## config.mk

```make
export PLATFORM = sky130hd
export DESIGN_NAME = two_wire_led_level_display_master
export DESIGN_NICKNAME = d
export VERILOG_FILES = /design/src/rtl/twled_pkg.sv /design/src/rtl/two_wire_led_level_display_master.sv
export SDC_FILE = /design/constraint.sdc
export NUM_CORES = 1
export LEC_CHECK = 0
export ABC_AREA = 1
export BUFFER_PORTS_ARGS = -buffer_cell sky130_fd_sc_hd__buf_2
export CELL_PAD_IN_SITES_DETAIL_PLACEMENT = 2
export CELL_PAD_IN_SITES_GLOBAL_PLACEMENT = 2
export CORE_MARGIN = 2
export CORE_UTILIZATION = 33
export CTS_CLUSTER_DIAMETER = 40
export CTS_CLUSTER_SIZE = 10
export DETAILED_ROUTE_END_ITERATION = 8
export GPL_ROUTABILITY_DRIVEN = 0
export GPL_TIMING_DRIVEN = 1
export PLACE_DENSITY = 0.87
export SETUP_SLACK_MARGIN = 0.5
export SLEW_MARGIN = 10
export SYNTH_ARGS = -nofsm -noshare
export SYNTH_HDL_FRONTEND = slang
export SYNTH_SLANG_ARGS = --single-unit
export TNS_END_PERCENT = 100
```

## constraint.sdc

```tcl
create_clock -name aclk -period 3.3 [get_ports aclk]
set_clock_uncertainty 0.2 [all_clocks]
set_input_delay 0.495 -clock aclk [delete_from_list [all_inputs] [get_ports aclk]]
set_output_delay 0.495 -clock aclk [all_outputs]
set_load 0.02 [all_outputs]
```

## src/rtl/twled_pkg.sv

```systemverilog
// ============================================================================
// twled_pkg
// Shared types, codes and constants for the two-wire LED level display master.
// ============================================================================
package twled_pkg;

    // Request selector codes carried on the input tuser
    localparam logic [1:0] REQ_TICK  = 2'd0;
    localparam logic [1:0] REQ_LEVEL = 2'd1;
    localparam logic [1:0] REQ_FRAME = 2'd2;

    // Configuration register indexes
    localparam logic [1:0] CFG_BRIGHTNESS = 2'd0;
    localparam logic [1:0] CFG_FIXED_CMD  = 2'd1;
    localparam logic [1:0] CFG_AUTO_CMD   = 2'd2;

    // Configuration reset values
    localparam logic [2:0] BRIGHTNESS_RST = 3'd2;
    localparam logic [7:0] FIXED_CMD_RST  = 8'h44;
    localparam logic [7:0] AUTO_CMD_RST   = 8'h40;

    // Transaction numbers; zero means idle
    localparam logic [1:0] TXN_IDLE = 2'd0;
    localparam logic [1:0] TXN_CMD  = 2'd1;
    localparam logic [1:0] TXN_DATA = 2'd2;
    localparam logic [1:0] TXN_CTRL = 2'd3;

    // Bytes sent in the data transaction (address byte included)
    localparam logic [2:0] DATA_BYTES_LEVEL = 3'd2;
    localparam logic [2:0] DATA_BYTES_FRAME = 3'd4;
    localparam logic [2:0] ONE_BYTE         = 3'd1;

    // Fixed bytes on the wire
    localparam logic [7:0] DISP_CTRL_BASE = 8'h88;
    localparam logic [7:0] ADDR_LEVEL     = 8'hC0;
    localparam logic [7:0] ADDR_FRAME     = 8'hC1;
    localparam logic [7:0] FRAME_SEG_ON   = 8'h40;
    localparam logic [7:0] FRAME_SEG_OFF  = 8'h00;

    // Wire phase codes within a unit
    localparam logic [2:0] PH_0 = 3'd0;
    localparam logic [2:0] PH_1 = 3'd1;
    localparam logic [2:0] PH_2 = 3'd2;
    localparam logic [2:0] PH_3 = 3'd3;
    localparam logic [2:0] PH_4 = 3'd4;

    localparam logic [2:0] LAST_BIT = 3'd7;

    // Unit within a transaction
    typedef enum logic [1:0] {
        U_START = 2'd0,
        U_BITS  = 2'd1,
        U_ACK   = 2'd2,
        U_STOP  = 2'd3
    } unit_t;

    // Bar pattern for each level
    function automatic logic [7:0] level_pattern(input logic [2:0] lvl);
        logic [7:0] pat;
        unique case (lvl)
            3'd0:    pat = 8'h00;
            3'd1:    pat = 8'h40;
            3'd2:    pat = 8'h60;
            3'd3:    pat = 8'h70;
            3'd4:    pat = 8'h78;
            3'd5:    pat = 8'h7C;
            3'd6:    pat = 8'h7E;
            default: pat = 8'h7F;
        endcase
        return pat;
    endfunction

endpackage

```

## src/rtl/two_wire_led_level_display_master.sv

```systemverilog
// ============================================================================
// two_wire_led_level_display_master
// Bit-level master for a two-wire LED bar driver; each tick item advances the
// wire by one phase step; a request at idle starts a three-transaction write.
// ============================================================================
//
//  channel | dir | tdata (low bit up)                         | tuser
//  --------+-----+--------------------------------------------+----------
//  s_      | in  | level[2:0], frame_on, dio_in, 3'b0         | req_type
//  m_      | out | clk_level, dio_level, dio_drive, busy_res, | -
//          |     | done_res, ack_bit, request_dropped, 1'b0   |
//  cfg_    | in  | write enable, index, 8-bit data            | -
//
//  One item per cycle while results are taken: the wire state is updated and
//  the result register loaded on the same edge at which an item is accepted.
//  s_tready is high while the result register is empty or being taken, so a
//  stalled m_ side stalls the input with no item lost.
//  Synchronous active-low reset returns to idle with both lines high, driven.
//
module two_wire_led_level_display_master (
    input  logic       aclk,
    input  logic       aresetn,
    // input items
    input  logic       s_tvalid,
    output logic       s_tready,
    input  logic [7:0] s_tdata,   // level[2:0], frame_on, dio_in, zero pad
    input  logic [1:0] s_tuser,   // req_type
    // result items
    output logic       m_tvalid,
    input  logic       m_tready,
    output logic [7:0] m_tdata,   // clk_level, dio_level, dio_drive, busy_res,
                                  // done_res, ack_bit, request_dropped, zero pad
    // configuration writes
    input  logic       cfg_wr_en,
    input  logic [1:0] cfg_addr,
    input  logic [7:0] cfg_wdata
);
    import twled_pkg::*;

    // configuration
    logic [2:0] brightness_reg;
    logic [7:0] fixed_cmd_reg;
    logic [7:0] auto_cmd_reg;

    // wire sequencer state
    logic [1:0] txn_reg,        txn_next;
    unit_t      unit_reg,       unit_next;
    logic [2:0] phase_reg,      phase_next;
    logic [2:0] bit_cnt_reg,    bit_cnt_next;
    logic [7:0] shift_reg,      shift_next;
    logic [2:0] bytes_left_reg, bytes_left_next;
    logic       kind_reg,       kind_next;
    logic [2:0] held_level_reg, held_level_next;
    logic       held_frame_reg, held_frame_next;
    logic       ack_reg,        ack_next;
    logic       clk_reg,        clk_next;
    logic       dio_reg,        dio_next;
    logic       drv_reg,        drv_next;

    // result register
    logic       out_valid_reg;
    logic [6:0] out_reg;
    logic       done_next;
    logic       dropped_next;

    logic       accept;
    logic [2:0] in_level;
    logic       in_frame;
    logic       in_dio;
    logic       busy;

    assign accept   = s_tvalid & s_tready;
    assign s_tready = ~out_valid_reg | m_tready;
    assign in_level = s_tdata[2:0];
    assign in_frame = s_tdata[3];
    assign in_dio   = s_tdata[4];
    assign busy     = (txn_reg != TXN_IDLE);

    // byte count of a transaction
    function automatic logic [2:0] txn_total(input logic [1:0] txn, input logic kind);
        logic [2:0] tot;
        if (txn == TXN_DATA) begin
            tot = kind ? DATA_BYTES_FRAME : DATA_BYTES_LEVEL;
        end else begin
            tot = ONE_BYTE;
        end
        return tot;
    endfunction

    // next byte to shift out for the current transaction
    logic [2:0] byte_idx;
    logic [7:0] load_byte;

    always_comb begin
        byte_idx = (bytes_left_reg <= txn_total(txn_reg, kind_reg))
                 ? txn_total(txn_reg, kind_reg) - bytes_left_reg : 3'd0;
        priority if (txn_reg == TXN_CMD) begin
            load_byte = kind_reg ? auto_cmd_reg : fixed_cmd_reg;
        end else if (txn_reg == TXN_DATA) begin
            priority if (byte_idx == 3'd0) begin
                load_byte = kind_reg ? ADDR_FRAME : ADDR_LEVEL;
            end else if (kind_reg) begin
                load_byte = held_frame_reg ? FRAME_SEG_ON : FRAME_SEG_OFF;
            end else begin
                load_byte = level_pattern(held_level_reg);
            end
        end else begin
            load_byte = DISP_CTRL_BASE + {5'd0, brightness_reg};
        end
    end

    // next state of the wire sequencer
    always_comb begin
        txn_next        = txn_reg;
        unit_next       = unit_reg;
        phase_next      = phase_reg;
        bit_cnt_next    = bit_cnt_reg;
        shift_next      = shift_reg;
        bytes_left_next = bytes_left_reg;
        kind_next       = kind_reg;
        held_level_next = held_level_reg;
        held_frame_next = held_frame_reg;
        ack_next        = ack_reg;
        clk_next        = clk_reg;
        dio_next        = dio_reg;
        drv_next        = drv_reg;
        done_next       = 1'b0;
        dropped_next    = 1'b0;

        if (s_tuser == REQ_LEVEL || s_tuser == REQ_FRAME) begin
            if (busy) begin
                dropped_next = 1'b1;
            end else begin
                // start condition of the command transaction
                kind_next       = (s_tuser == REQ_FRAME);
                held_level_next = in_level;
                held_frame_next = in_frame;
                txn_next        = TXN_CMD;
                unit_next       = U_START;
                phase_next      = PH_0;
                bytes_left_next = ONE_BYTE;
                dio_next        = 1'b0;
                drv_next        = 1'b1;
            end
        end else if (busy) begin
            unique case (unit_reg)
                U_START: begin
                    shift_next      = load_byte;
                    bytes_left_next = (bytes_left_reg != 3'd0) ? bytes_left_reg - 3'd1
                                                               : bytes_left_reg;
                    bit_cnt_next    = 3'd0;
                    phase_next      = PH_0;
                    unit_next       = U_BITS;
                    clk_next        = 1'b0;
                    drv_next        = 1'b1;
                end
                U_BITS: begin
                    unique case (phase_reg)
                        PH_0: begin
                            phase_next = PH_1;
                            clk_next   = 1'b0;
                            dio_next   = shift_reg[0];
                            drv_next   = 1'b1;
                        end
                        PH_1: begin
                            phase_next = PH_2;
                            clk_next   = 1'b1;
                            drv_next   = 1'b1;
                        end
                        default: begin
                            shift_next = {1'b0, shift_reg[7:1]};
                            phase_next = PH_0;
                            clk_next   = 1'b0;
                            drv_next   = 1'b1;
                            if (bit_cnt_reg >= LAST_BIT) begin
                                unit_next = U_ACK;
                                dio_next  = 1'b1;
                            end else begin
                                bit_cnt_next = bit_cnt_reg + 3'd1;
                            end
                        end
                    endcase
                end
                U_ACK: begin
                    unique case (phase_reg)
                        PH_0: begin
                            phase_next = PH_1;
                            clk_next   = 1'b1;
                            drv_next   = 1'b1;
                        end
                        PH_1: begin
                            // release data for the acknowledge
                            phase_next = PH_2;
                            drv_next   = 1'b0;
                        end
                        PH_2: begin
                            ack_next   = in_dio;
                            phase_next = PH_3;
                            drv_next   = 1'b1;
                        end
                        PH_3: begin
                            phase_next = PH_4;
                            clk_next   = 1'b0;
                            drv_next   = 1'b1;
                        end
                        default: begin
                            drv_next = 1'b1;
                            if (bytes_left_reg != 3'd0) begin
                                // next byte of the same transaction
                                shift_next      = load_byte;
                                bytes_left_next = bytes_left_reg - 3'd1;
                                bit_cnt_next    = 3'd0;
                                phase_next      = PH_0;
                                unit_next       = U_BITS;
                                clk_next        = 1'b0;
                            end else begin
                                unit_next  = U_STOP;
                                phase_next = PH_0;
                                dio_next   = 1'b0;
                            end
                        end
                    endcase
                end
                U_STOP: begin
                    drv_next = 1'b1;
                    priority if (phase_reg == PH_0) begin
                        phase_next = PH_1;
                        clk_next   = 1'b1;
                    end else if (phase_reg == PH_1) begin
                        phase_next = PH_2;
                        dio_next   = 1'b1;
                    end else if (txn_reg != TXN_CTRL) begin
                        // start of the following transaction
                        txn_next        = txn_reg + 2'd1;
                        unit_next       = U_START;
                        phase_next      = PH_0;
                        bytes_left_next = txn_total(txn_reg + 2'd1, kind_reg);
                        dio_next        = 1'b0;
                    end else begin
                        txn_next   = TXN_IDLE;
                        unit_next  = U_START;
                        phase_next = PH_0;
                        clk_next   = 1'b1;
                        dio_next   = 1'b1;
                        done_next  = 1'b1;
                    end
                end
                default: begin
                    unit_next = U_START;
                end
            endcase
        end
    end

    // sequencer registers
    always_ff @(posedge aclk) begin
        if (!aresetn) begin
            txn_reg        <= TXN_IDLE;
            unit_reg       <= U_START;
            phase_reg      <= PH_0;
            bit_cnt_reg    <= 3'd0;
            shift_reg      <= 8'd0;
            bytes_left_reg <= 3'd0;
            kind_reg       <= 1'b0;
            held_level_reg <= 3'd0;
            held_frame_reg <= 1'b0;
            ack_reg        <= 1'b1;
            clk_reg        <= 1'b1;
            dio_reg        <= 1'b1;
            drv_reg        <= 1'b1;
        end else if (accept) begin
            txn_reg        <= txn_next;
            unit_reg       <= unit_next;
            phase_reg      <= phase_next;
            bit_cnt_reg    <= bit_cnt_next;
            shift_reg      <= shift_next;
            bytes_left_reg <= bytes_left_next;
            kind_reg       <= kind_next;
            held_level_reg <= held_level_next;
            held_frame_reg <= held_frame_next;
            ack_reg        <= ack_next;
            clk_reg        <= clk_next;
            dio_reg        <= dio_next;
            drv_reg        <= drv_next;
        end
    end

    // configuration writes
    always_ff @(posedge aclk) begin
        if (!aresetn) begin
            brightness_reg <= BRIGHTNESS_RST;
            fixed_cmd_reg  <= FIXED_CMD_RST;
            auto_cmd_reg   <= AUTO_CMD_RST;
        end else if (cfg_wr_en) begin
            unique case (cfg_addr)
                CFG_BRIGHTNESS: brightness_reg <= cfg_wdata[2:0];
                CFG_FIXED_CMD:  fixed_cmd_reg  <= cfg_wdata;
                CFG_AUTO_CMD:   auto_cmd_reg   <= cfg_wdata;
                default: ;
            endcase
        end
    end

    // result register
    always_ff @(posedge aclk) begin
        if (!aresetn) begin
            out_valid_reg <= 1'b0;
        end else if (accept) begin
            out_valid_reg <= 1'b1;
        end else if (m_tready) begin
            out_valid_reg <= 1'b0;
        end
    end

    always_ff @(posedge aclk) begin
        if (accept) begin
            out_reg <= {dropped_next, ack_next, done_next, (txn_next != TXN_IDLE),
                        drv_next, dio_next, clk_next};
        end
    end

    assign m_tvalid = out_valid_reg;
    assign m_tdata  = {1'b0, out_reg};

endmodule

```

## Yosys cells after proc, flatten, opt, wreduce, memory -nomap -nowiden

Index checks and enable logic that the tools add are counted.

- Magnitude comparators: 2
- $add $sub $neg: 5
- Bitwise gates (word level): 6
- Muxes and demuxes: 87
- Reduce and logical (&&, ||, !) cells: 27
- Eq/ne operators: 31

Operators by type and width:

| operator | number |
|---|---|
| $mux W3 | 19 |
| $mux W8 | 7 |
| $pmux W7 S7 | 1 |
| $mux W2 | 18 |
| $mux W1 | 28 |
| $pmux W3 S4 | 2 |
| $pmux W8 S3 | 1 |
| $reduce_and A8 Y1 | 3 |
| $ne A3 B3 Y1 const B | 6 |
| $pmux W3 S3 | 2 |
| $mux W7 | 2 |
| $eq A2 B2 Y1 const B | 6 |
| $eq A3 B2 Y1 const B | 4 |
| $ne A2 B2 Y1 const B | 6 |
| $eq A3 B3 Y1 const B | 3 |
| $logic_not A3 Y1 | 3 |
| $add A8 B3 Y8 const A | 1 |
| $eq A2 B1 Y1 const B | 4 |
| $pmux W2 S4 | 1 |
| $reduce_bool A2 Y1 | 4 |
| $reduce_and A7 Y1 | 1 |
| $eq A3 B1 Y1 const B | 2 |
| $pmux W1 S3 | 2 |
| $reduce_and A2 Y1 | 3 |
| other kinds (21) | 29 |

- Bits of input ports: 25
- Logic and storage cells: 178
- Output and inout port bits: 10
- Bits in registers: 57

## Logic depth before layout (Yosys ltp)

- Depth after elaboration: 11
- Depth in mapped cells: 17
- Mapped depth without buffers: 17

## Least setup slack after synthesis

Ideal clock, no wire load.

- Path type: register to register
- Start point: reg txn_reg[0]
- End point: reg shift_reg[5]
- Path buffers: 0
- Cell stages (with the launch flop): 15
- Arrival time: 2262 ps
- Setup slack: 767 ps
- Required time: 3030 ps
- Clock period less this slack: 2533 ps
- Library setup time: 70 ps
- Path through: dfxtp_1 > inv_1 > ha_1 > inv_1 > nor2_1 > inv_1 > fa_1 > or2_1 > nand3_1 > nand2_1 > nor2_1 > nand3_1 > o21ai_1 > nand2_1 > a21oi_1

- Longest elaborated chain between the ends: 11
- Elaborated cells on any way between the ends: 15
- Those cells by class: 1 x add/sub; 1 x order compare; 2 x eq/ne; 8 x mux; 3 x reduce/logical

RTL lines:

| what | line | source |
|---|---|---|
| start: declaration | two_wire_led_level_display_master.sv:46 | `logic [1:0] txn_reg, txn_next;` |
| start signal: assignment | two_wire_led_level_display_master.sv:272 | `txn_reg <= txn_next;` |
| $eq A2 B2 Y1 | two_wire_led_level_display_master.sv:82, two_wire_led_level_display_master.sv:99 |  |
| $mux W3 | two_wire_led_level_display_master.sv:82 | `if (txn == TXN_DATA) begin` |
| $sub A3 B3 Y3 or $le A3 B3 Y1 (tied branches) | two_wire_led_level_display_master.sv:96, two_wire_led_level_display_master.sv:95 |  |
| $mux W3 | two_wire_led_level_display_master.sv:96 | `? txn_total(txn_reg, kind_reg) - bytes_left_reg : 3'd0;` |
| $logic_not A3 Y1 | two_wire_led_level_display_master.sv:100 | `priority if (byte_idx == 3'd0) begin` |
| $mux W8 | two_wire_led_level_display_master.sv:100 |  |
| $mux W8 | two_wire_led_level_display_master.sv:99 | `end else if (txn_reg == TXN_DATA) begin` |
| $mux W8 | two_wire_led_level_display_master.sv:97 | `priority if (txn_reg == TXN_CMD) begin` |
| $mux W8 | two_wire_led_level_display_master.sv:208 | `if (bytes_left_reg != 3'd0) begin` |
| $mux W8 | two_wire_led_level_display_master.sv:185 | `unique case (phase_reg)` |
| $pmux W8 S3 | two_wire_led_level_display_master.sv:146 | `unique case (unit_reg)` |
| end signal: assignment | two_wire_led_level_display_master.sv:276 | `shift_reg <= shift_next;` |
| end: declaration | two_wire_led_level_display_master.sv:50 | `logic [7:0] shift_reg, shift_next;` |

Parallel ways exist; a longest one is shown, timed or not. The select of a mux whose other input is x is not followed.
A chain may end at the register's enable or synchronous reset.

## Final worst setup path

Ends and elaborated chain as after synthesis.

==> metrics.md <==
| Metric | Value |
|---|---|
| Post-Route WL | 10100 um |
| Clock Latency Late Sink | 0.35 ns |
| Clock transition at path regs | 0.08 ns |
| Post-route ant nets | 0 |
| Final #Nets | 536 |
| Crit path cell chain | inv_2, ha_4, clkinvlp_4, nor2_2, inv_1, fa_1, or2_1, nand3_2, nand2_2, nor2_4, nand3_1, o21ai_2, nand2_1, a21oi_1 |
| Register area | 1210 um^2 |
| Inserted Diodes | 0 |
| Wire length of the first global-routing pass | 16900 um |
| Max Buffers Root-to-Sink | 2 |
| Die Width | between 100 and 150 um |
| Synth Area per Inst | 6.99 um^2 |
| Most frequent cell after synthesis | nand2_1 |
| Yosys warns | 0 |
| RSZ-0062 raised after global routing | false |
| Worst Path Required | 3.38 ns |
| Largest net degree at the start of global routing | 39 |
| Hold_ws | 0.191 ns |
| Num CTS Buffers | 9 |
| GRT Overall Usage | approximately a fifth |
| Async SR Flop Fraction | 0% |
| Grt total ovfl | 0 |
| Post-DP HPWL | 7490 um |
| Share of the synthesized area in the top cell type | 31.1% |
| Worst path max stage delay | around 0.4 ns |
| Rows | 36 |
| Power Density | 519 nW/um^2 |
| IO Pins | 35 |
| CTS tree | yes |
| CP max stage cell | fa_1 |
| Post-Syn Instances | 461 |
| Max FO, Critical Path | 6 |
| Initial antenna violation count | 0 |
| Startpoint Class | flop |
| Crit end category | flop |
| Slew @ Worst Pin | approximately 0.59 ns |
| Critical path class | flop to flop |
| Hold crit path type | input pin to flop |
| Synth unique cells | 37 |
| Max VDD drop | 0.000211 V |
| Dominant cell type by area after synthesis | dfxtp_1 |
| Leak | between 1.5 and 2 nW |
| Syn Nets | ~500 |
| Area Overhead vs Synth | 17.2% |
| CTS H-Tree Depth | 3 |
| Power, Total | 1.96 mW |
| Status | completed |
| Period utilization | roughly 79% |
| DR iter-0 viols | 74 |
| Fmax | between 0.3 and 0.4 GHz |
| Critical path arrival | 2.68 ns |
| Tmin final | 2.60 ns |
| Final hold violation count | 0 |
| Relative slew slack | 60.6% |
| Area contributors post-synth | dfxtp_1 (31%), nand2_1 (11%), a21oi_1 (7.9%) |
| # port buffers | 30 |
| CTS Sinks | 57 |
| CP bufs+invs | 3 |
| Fill count | 1198 |
| Die Y | 103 um |
| Final setup violation count | 0 |
| CTS Hold Bufs | 0 |
| Number of flops mapped to enable cells by yosys | 7 |
| Setup TNS | 0 ns |
| CTS root buffer | clkbuf_8 |
| Final WS setup | slightly below 0.7 ns |
| Share of layout cells above drive strength 1 | 16.4% |
| Area of the multi-input gates | 1770 um^2 |
| Initial core utilization | 33.4% |
| Pre-CTS WS | 0.260 ns |
| Yosys reg bits | between 50 and 60 |
| DIE AREA | 10600 um^2 |
| Most common library cells after synthesis | nand2_1 (98), nor2_1 (53), a21oi_1 (51) |
| Vias | 3189 |
| WL per Instance | 16.0 um |
| Post-synthesis sequential area ratio | 37.6% |
| DRT Pass-1 Iters | 4 |
| Slew Viols, Final | 0 |
| Top_reg_cell synth | dfxtp_1 |
| Vias per Instance | 5.04 |
| Mapped cell area | around 3200 um^2 |
| Core area | 9640 um^2 |
| Residual DRC | 0 |
| CP top delay family | simple AND/OR/NAND/NOR gates |
| Number of global-route vias before repair | 3509 |
| Max Cap Viol | 0 |
stage by stage:
step | cell area [um^2] | std cells | utilization [%]
5_1_grt | 3780 | 633 | 39.2
4_1_cts | 3740 | 631 | 38.8
3_3_place_gp | 3500 | 615 | 36.4
6_report | 3780 | 633 | 39.2
2_1_floorplan | 3220 | 461 | -
3_5_place_dp | 3500 | 615 | 36.4
cell usage in the layout, fill, tap and decap left out, types with 6 or more instances in the layout:
cell and n:
inv_1 43, nor2_1 51, a21oi_1 51, o21ai_0 46
clkbuf_8 10, nand2_1 97, o21ai_1 6, ha_1 14
buf_2 30, nand3_1 28, edfxtp_1 7, dfxtp_1 49
buf_4 7, nor3_1 8
cells by family after synthesis:
| kind of cell | count (synthesis) | synth area share [%] |
|---|---|---|
| other | 1 | 0.116 |
| and+or+nand+nor | 206 | 28.4 |
| AOI/OAI and AO/OA | 113 | 18.6 |
| xor gates and xnor gates | 1 | 0.272 |
| buffers and inverters | 67 | 8.66 |
| DFF | 57 | 37.6 |
| adders and majority gates | 16 | 6.44 |
final timing paths:
| check | startpoint | to | slack, ns | cells after the start |
|---|---|---|---|---|
| hold reg to reg | auto_cmd_reg[1] | auto_cmd_reg[1] | 0.26 | 2 |
| hold / removal | cfg_wdata[7] | fixed_cmd_reg[7] | 0.19 | 3 |
| setup reg to reg | txn_reg[0] | shift_reg[5] | 0.70 | 14 |
| setup / recovery | txn_reg[0] | shift_reg[5] | 0.70 | 14 |
per-layer routing:
metal,wire [um],up-vias,share of wire (%),global-route usage (%)
met5,0,-,0,0
met4,133,0,1.3,6.98
met3,234,13,2.3,3.53
met2,5140,43,51,37.1
met1,4610,1549,46,25.3
li1,-,1584,-,-
what timing repair did:
| action | CTS | global route |
|---|---|---|
| setup buffers | 0 | 2 |
| endpoints found under the setup margin | 8 | 8 |
| cloned | 0 | 0 |
| resized for setup | 5 | 8 |
| pin swaps | 0 | 2 |
area by class of cell:
type,count,share of cell area (%)
Timing Repair Buffer,37,5.36
Clock inverter,4,1.29
Inverter,53,5.56
Clock buffer,12,4.40
Tap cell,133,4.40
Sequential cell,57,32.1
Multi-Input combinational cell,337,46.9
power breakdown:
group / internal, mW / switching (mW) / leakage, nW
sequential: 0.753 / 0.0386 / 0.475
clock: 0.414 / 0.308 / 0.111
combinational: 0.144 / 0.303 / 1.07
tightest hold or removal path, stage by stage:
cell and delay [ns]:
buf_2 0.09, nor2_1 0.04, nor2_1 0.08
Note: power is estimated with default switching activity, not from simulation.
